**src/hdl/vsl_sqrt.sv**
```systemverilog
module vsl_sqrt #(
  parameter int OW = 32
) (
  input  logic            clk_i,
  input  logic [2*OW-1:0] v_i,
  output logic [OW-1:0]   root_o
);

  localparam int RW = OW + 3;

  logic [RW-1:0]   rem_in  [OW];
  logic [OW-1:0]   root_in [OW];
  logic [2*OW-1:0] v_in    [OW];
  logic [RW-1:0]   rem_d   [OW];
  logic [OW-1:0]   root_d  [OW];
  logic [2*OW-1:0] v_d     [OW];
  logic [RW-1:0]   rem_q   [OW];
  logic [OW-1:0]   root_q  [OW];
  logic [2*OW-1:0] v_q     [OW];
  logic [RW-1:0]   cur_w   [OW];
  logic [RW-1:0]   trial_w [OW];

  // stage inputs: first stage from the port, the rest from the previous stage
  always_comb begin
    rem_in[0]  = '0;
    root_in[0] = '0;
    v_in[0]    = v_i;
    for (int k = 1; k < OW; k++) begin
      rem_in[k]  = rem_q[k-1];
      root_in[k] = root_q[k-1];
      v_in[k]    = v_q[k-1];
    end
  end

  // one root bit per stage, two radicand bits shifted in
  always_comb begin
    for (int k = 0; k < OW; k++) begin
      cur_w[k]   = {rem_in[k][RW-3:0], v_in[k][2*OW-1 -: 2]};
      trial_w[k] = {1'b0, root_in[k], 2'b01};
      v_d[k]     = v_in[k] << 2;
      if (cur_w[k] >= trial_w[k]) begin
        rem_d[k]  = cur_w[k] - trial_w[k];
        root_d[k] = {root_in[k][OW-2:0], 1'b1};
      end else begin
        rem_d[k]  = cur_w[k];
        root_d[k] = {root_in[k][OW-2:0], 1'b0};
      end
    end
  end

  always_ff @(posedge clk_i) begin
    for (int k = 0; k < OW; k++) begin
      rem_q[k]  <= rem_d[k];
      root_q[k] <= root_d[k];
      v_q[k]    <= v_d[k];
    end
  end

  assign root_o = root_q[OW-1];

endmodule

```
**config.mk**
```make
export PLATFORM = sky130hd
export DESIGN_NAME = vsl_sqrt
export DESIGN_NICKNAME = d
export VERILOG_FILES = /design/src/hdl/vsl_sqrt.sv
export SDC_FILE = /design/constraint.sdc
export NUM_CORES = 2
export LEC_CHECK = 0
export BUFFER_PORTS_ARGS = -buffer_cell sky130_fd_sc_hd__buf_4
export CORE_MARGIN = 2
export CORE_UTILIZATION = 30
export CTS_CLUSTER_DIAMETER = 30
export CTS_CLUSTER_SIZE = 25
export DETAILED_ROUTE_END_ITERATION = 12
export SETUP_SLACK_MARGIN = 0.4
export SYNTH_ARGS = -nofsm -noshare
export SYNTH_HDL_FRONTEND = slang
export SYNTH_MEMORY_MAX_BITS = 65536
export SYNTH_SLANG_ARGS = --single-unit
export TNS_END_PERCENT = 20
```
**constraint.sdc**
```tcl
create_clock -name clk_i -period 3.85 [get_ports clk_i]
set_input_delay 0.9625 -clock clk_i [delete_from_list [all_inputs] [get_ports clk_i]]
set_output_delay 0.9625 -clock clk_i [all_outputs]
set_load 0.1 [all_outputs]
```
=== After elaboration in Yosys (flattened, before gate mapping) ===
Memory sizes are Yosys's and may differ from the RTL's.
Cells that the tools add are included.

* Multiplexer cells: 64
* Magnitude comparators: 32
* Add/sub/neg operators: 32

{| class="wikitable"
|+ Operators with widths
! kind !! count
|-
| $mux 35 || 32
|-
| $ge 35x34->1 || 31
|-
| $sub 35x34->35 || 31
|-
| $mux 1 || 32
|-
| $sub 2x1->3 const B || 1
|-
| $ge 2x1->1 const B || 1
|}

* Input port bits: 65
* Memory bits (writable): 4128
* Bits in registers: 0
* Memories: 3
* Logic and storage cells: 131
* Output and inout port bits: 32

{| class="wikitable"
|+ Memory list
! memory !! depth !! width !! rd ports !! clocked after memory_dff !! write ports !! RTL line !! source
|-
| v_q || 32 || 62 || 31 || 0 || 32 || 19 || <nowiki>logic [2*OW-1:0] v_q [OW];</nowiki>
|-
| rem_q || 32 || 35 || 31 || 0 || 32 || 17 || <nowiki>logic [RW-1:0] rem_q [OW];</nowiki>
|-
| root_q || 32 || 32 || 32 || 0 || 32 || 18 || <nowiki>logic [OW-1:0] root_q [OW];</nowiki>
|}

=== Depth between registers and ports, before layout ===
An unclocked memory read counts as a cell.

* Depth after elaboration: 3
* Mapped depth: 14
* Mapped depth without buffers: 12

=== Worst setup path before layout ===
No wires, ideal clock.

* Path kind: reg2reg
* From: memory rem_q[1][20] (netlist bit)
* To: memory rem_q[1][45] (netlist bit)
* Path slack: 0.283 ns
* Stages on the path, launching flop included: 10
* Required time: 3.729 ns
* Path buffers: 2
* Library setup time: 0.121 ns
* Arrival time: 3.446 ns
* Cells stage by stage: dfxtp_1 -> or4_4 -> or3_4 -> or3_4 -> or3_4 -> or4_1 -> or4_4 -> buf_6 -> buf_6 -> mux2_4

{| class="wikitable"
|+ RTL lines
! what !! RTL line
|-
| start: declaration || 17
|}

==> qor.yml <==
setup_path:
  crit_buf_inv: 0
  path_max_fanout: 4
  start_kind: "register"
  required_ns: 4.72
  crit_chain: "or4_4, or4_4, nor4_4, a31oi_1, or3_4, or4_4, or3_4, or3_4, xnor2_1"
  arrival_ns: 4.35
  criticalPathCategory: "reg -> reg"
  cp_slowest_stage_delay_ns: 0.53
  critical-path-top-delay-family: "simple AND/OR/NAND/NOR gates"
  slowest_stage: "or4_4"
  critPathCaptureType: "register"
synthesis:
  syn_inst: 9035
  syn_area_um2: 91850
  synth_xor_area_share_pct: 7.571
  yosys.area_share.adder_pct: 7.642
  synth_seq_cells: 2494
  synthFlopType: "dfxtp_1"
  syn_area_per_cell_um2: 10.17
  synthArstFlopShare_pct: 0
  synth_top_family_by_area: "compound AO/OA/AOI/OAI gates"
  muxShareOfSynthArea_pct: 1.823
  synth_cell_type_count: 80
  synth_compound_area_share_pct: 12.47
  synth_edf_count: 0
  ys_warn_count: 0
  synthSimpleGateAreaFrac_pct: 12.46
  ys_seq_area_share_pct: 54.36
  synth_nets: 9661
drt:
  wl_per_cell_um: 13.83
  drt-total-wl_um: 194700
  vias: 63070
  ant_nets: 0
  drc: 0
  via_per_inst: 4.482
  drt_pass1_iterations: 6
  drt_iter0_drc: 3262
layout:
  final_common_cell: "dfxtp_1"
  final_nets: 10180
  syn2layout_area_growth_pct: 25.60
  final_util_pct: 37.79
  layout_common_cells: "dfxtp_1 (2493), inv_1 (714), nor2_1 (590)"
  drive_gt1_share_pct: 13.07
sta:
  rsz0062_at_grt: "yes"
  final_hold_viol_count: 0
  final.min_clock_period_ns: 3.482
  max-slew-margin-rel_pct: 38.86
  slew_viol_final: 0
  finalClockSkew_ns: 0.1108
  worst_slew_pin_slew_ns: 0.9043
  finalCritPeriodShare_pct: 90.45
  fmax_mhz: 287.2
  setup_viol: 0
  tns_ns: 0
floorplanning:
  initial_core_util_pct: 30.09
  core_um2: 305300
  fp.dieH_um: 557.3
  row_count: 203
  dieArea_um2: 310600
  die_w_um: 557.3
  num_io_pins: 97
cts:
  root_buffer: "clkbuf_16"
  cts_made_buffers: 477
  cts_num_sinks: 2494
  clock_path_buffers: 4
  clock_latency_ns: 0.99
  htree_levels: 5
  cts_tree: "yes"
  clk_pin_slew_ns: 0.05
pwr:
  ir_worst_vdd_uv: 572.3
  p_leak_nw: 53.39
  p_per_area_nw_per_um2: 757.5
grt:
  gr-total-overflow: 0
  grt_pass1_wl_um: 313400
  antenna_found_initial: 3
  grt_max_degree: 55
  grt_pass1_vias: 61830
  gr-usage-all-layers_pct: 12.17
min_path:
  hold_class: "in -> reg"
job:
  cap_violations: 0
place:
  port_buffers: 96
  dp_hpwl_um: 142900
  routabilityCongestion: 0.9119
outcome:
  status: "complete, no violations"
-- per-stage QoR --
step           instance area [um2]  worst slack [ns]  hold slack [ns]  instances  power, mW
3_3_place_gp                 97800            0.2394           0.3097      13130      45.38
2_1_floorplan                91860            0.2963           0.3096       9035      41.84
5_1_grt                     115400            0.2793          0.06628      14070      91.75
4_1_cts                     115200            0.2890          0.04144      14060      88.46
3_5_place_dp                 97800            0.2280           0.3121      13130      45.45
6_report                    115400            0.3679           0.1247      14070      87.39
-- where the power goes --
group          internal [mW]  switching, mW
clock network           28.0           14.3
registers               30.2           3.13
logic                   5.38           6.46
-- layer usage --
layer / GRT usage, % / share of wire [%] / vias to the layer above
met5: 0 / 0.14 / -
met1: 15.02 / 45 / 29000
li1: - / - / 32300
met2: 20.78 / 47 / 1301
met4: 5.018 / 3.4 / 2
met3: 2.171 / 4.6 / 466
-- cells by family after synthesis --
kind of cell,count (synthesis)
flops,2494
mux,149
other cells,1
compound gates,1831
xor+xnor,794
simple gates,2314
buf+inv,891
fa+ha+maj,561
-- final cells by class --
class	count	area, um2
clock inverter	333	4284
multi-input combinational	5651	38800
sequential	2494	49930
clock buffer	566	12760
timing repair buffer	211	1769
antenna	1	2.502
tap	4100	5130
fill	30180	189900
inverter	715	2684
-- Yosys cell counts, types with 24 or more instances --
master,number,share of area (%)
dfxtp_1,2494,54
inv_1,714,2.9
nor2_1,590,2.4
a21oi_1,582,3.2
ha_1,561,7.6
nand2_1,549,2.2
o21ai_0,421,2.3
xnor2_1,421,4.0
xor2_1,373,3.6
a21o_1,228,1.9
nor3_1,223,1.2
nand3_1,163,0.89
clkbuf_1,159,0.65
mux2_2,134,1.6
nand2b_1,120,0.82
o21a_1,116,0.95
nor4_1,115,0.78
nor2b_1,97,0.66
or3_1,87,0.59
nand4_1,85,0.58
or4_1,68,0.56
a211oi_1,58,0.47
o31ai_1,58,0.47
a31oi_1,54,0.37
or2_2,50,0.34
and3_1,46,0.31
o21bai_1,43,0.35
o211ai_1,41,0.34
a21boi_0,30,0.25
and2_1,24,0.16
-- state kept, by name, indices dropped and copies added, names as in the netlist --
register	flops
rem_q	974
root_q	528
v_q	992
-- final timing paths --
path	start	to	slack, ns	cells after the start
hold reg to reg	v_q[1][56]$_DFF_P_	v_q[1][120]$_DFF_P_	0.23	0
setup / recovery	rem_q[0][117]$_DFF_P_	rem_q[0][165]$_DFF_P_	0.37	9
setup reg to reg	rem_q[0][117]$_DFF_P_	rem_q[0][165]$_DFF_P_	0.37	9
hold / removal	v_i[6]	v_q[0][6]$_DFF_P_	0.12	1
-- what timing repair did --
item / in CTS / in global routing
hold endpoints to repair: 19 / 0
buffers inserted: 10 / 9
endpoints found under the setup margin: 67 / 265
cloned: 1 / 0
resized for setup: 6 / 29
hold buffers: 19 / 0
pin swaps: 5 / 12
(Power assumes the default switching activity.)
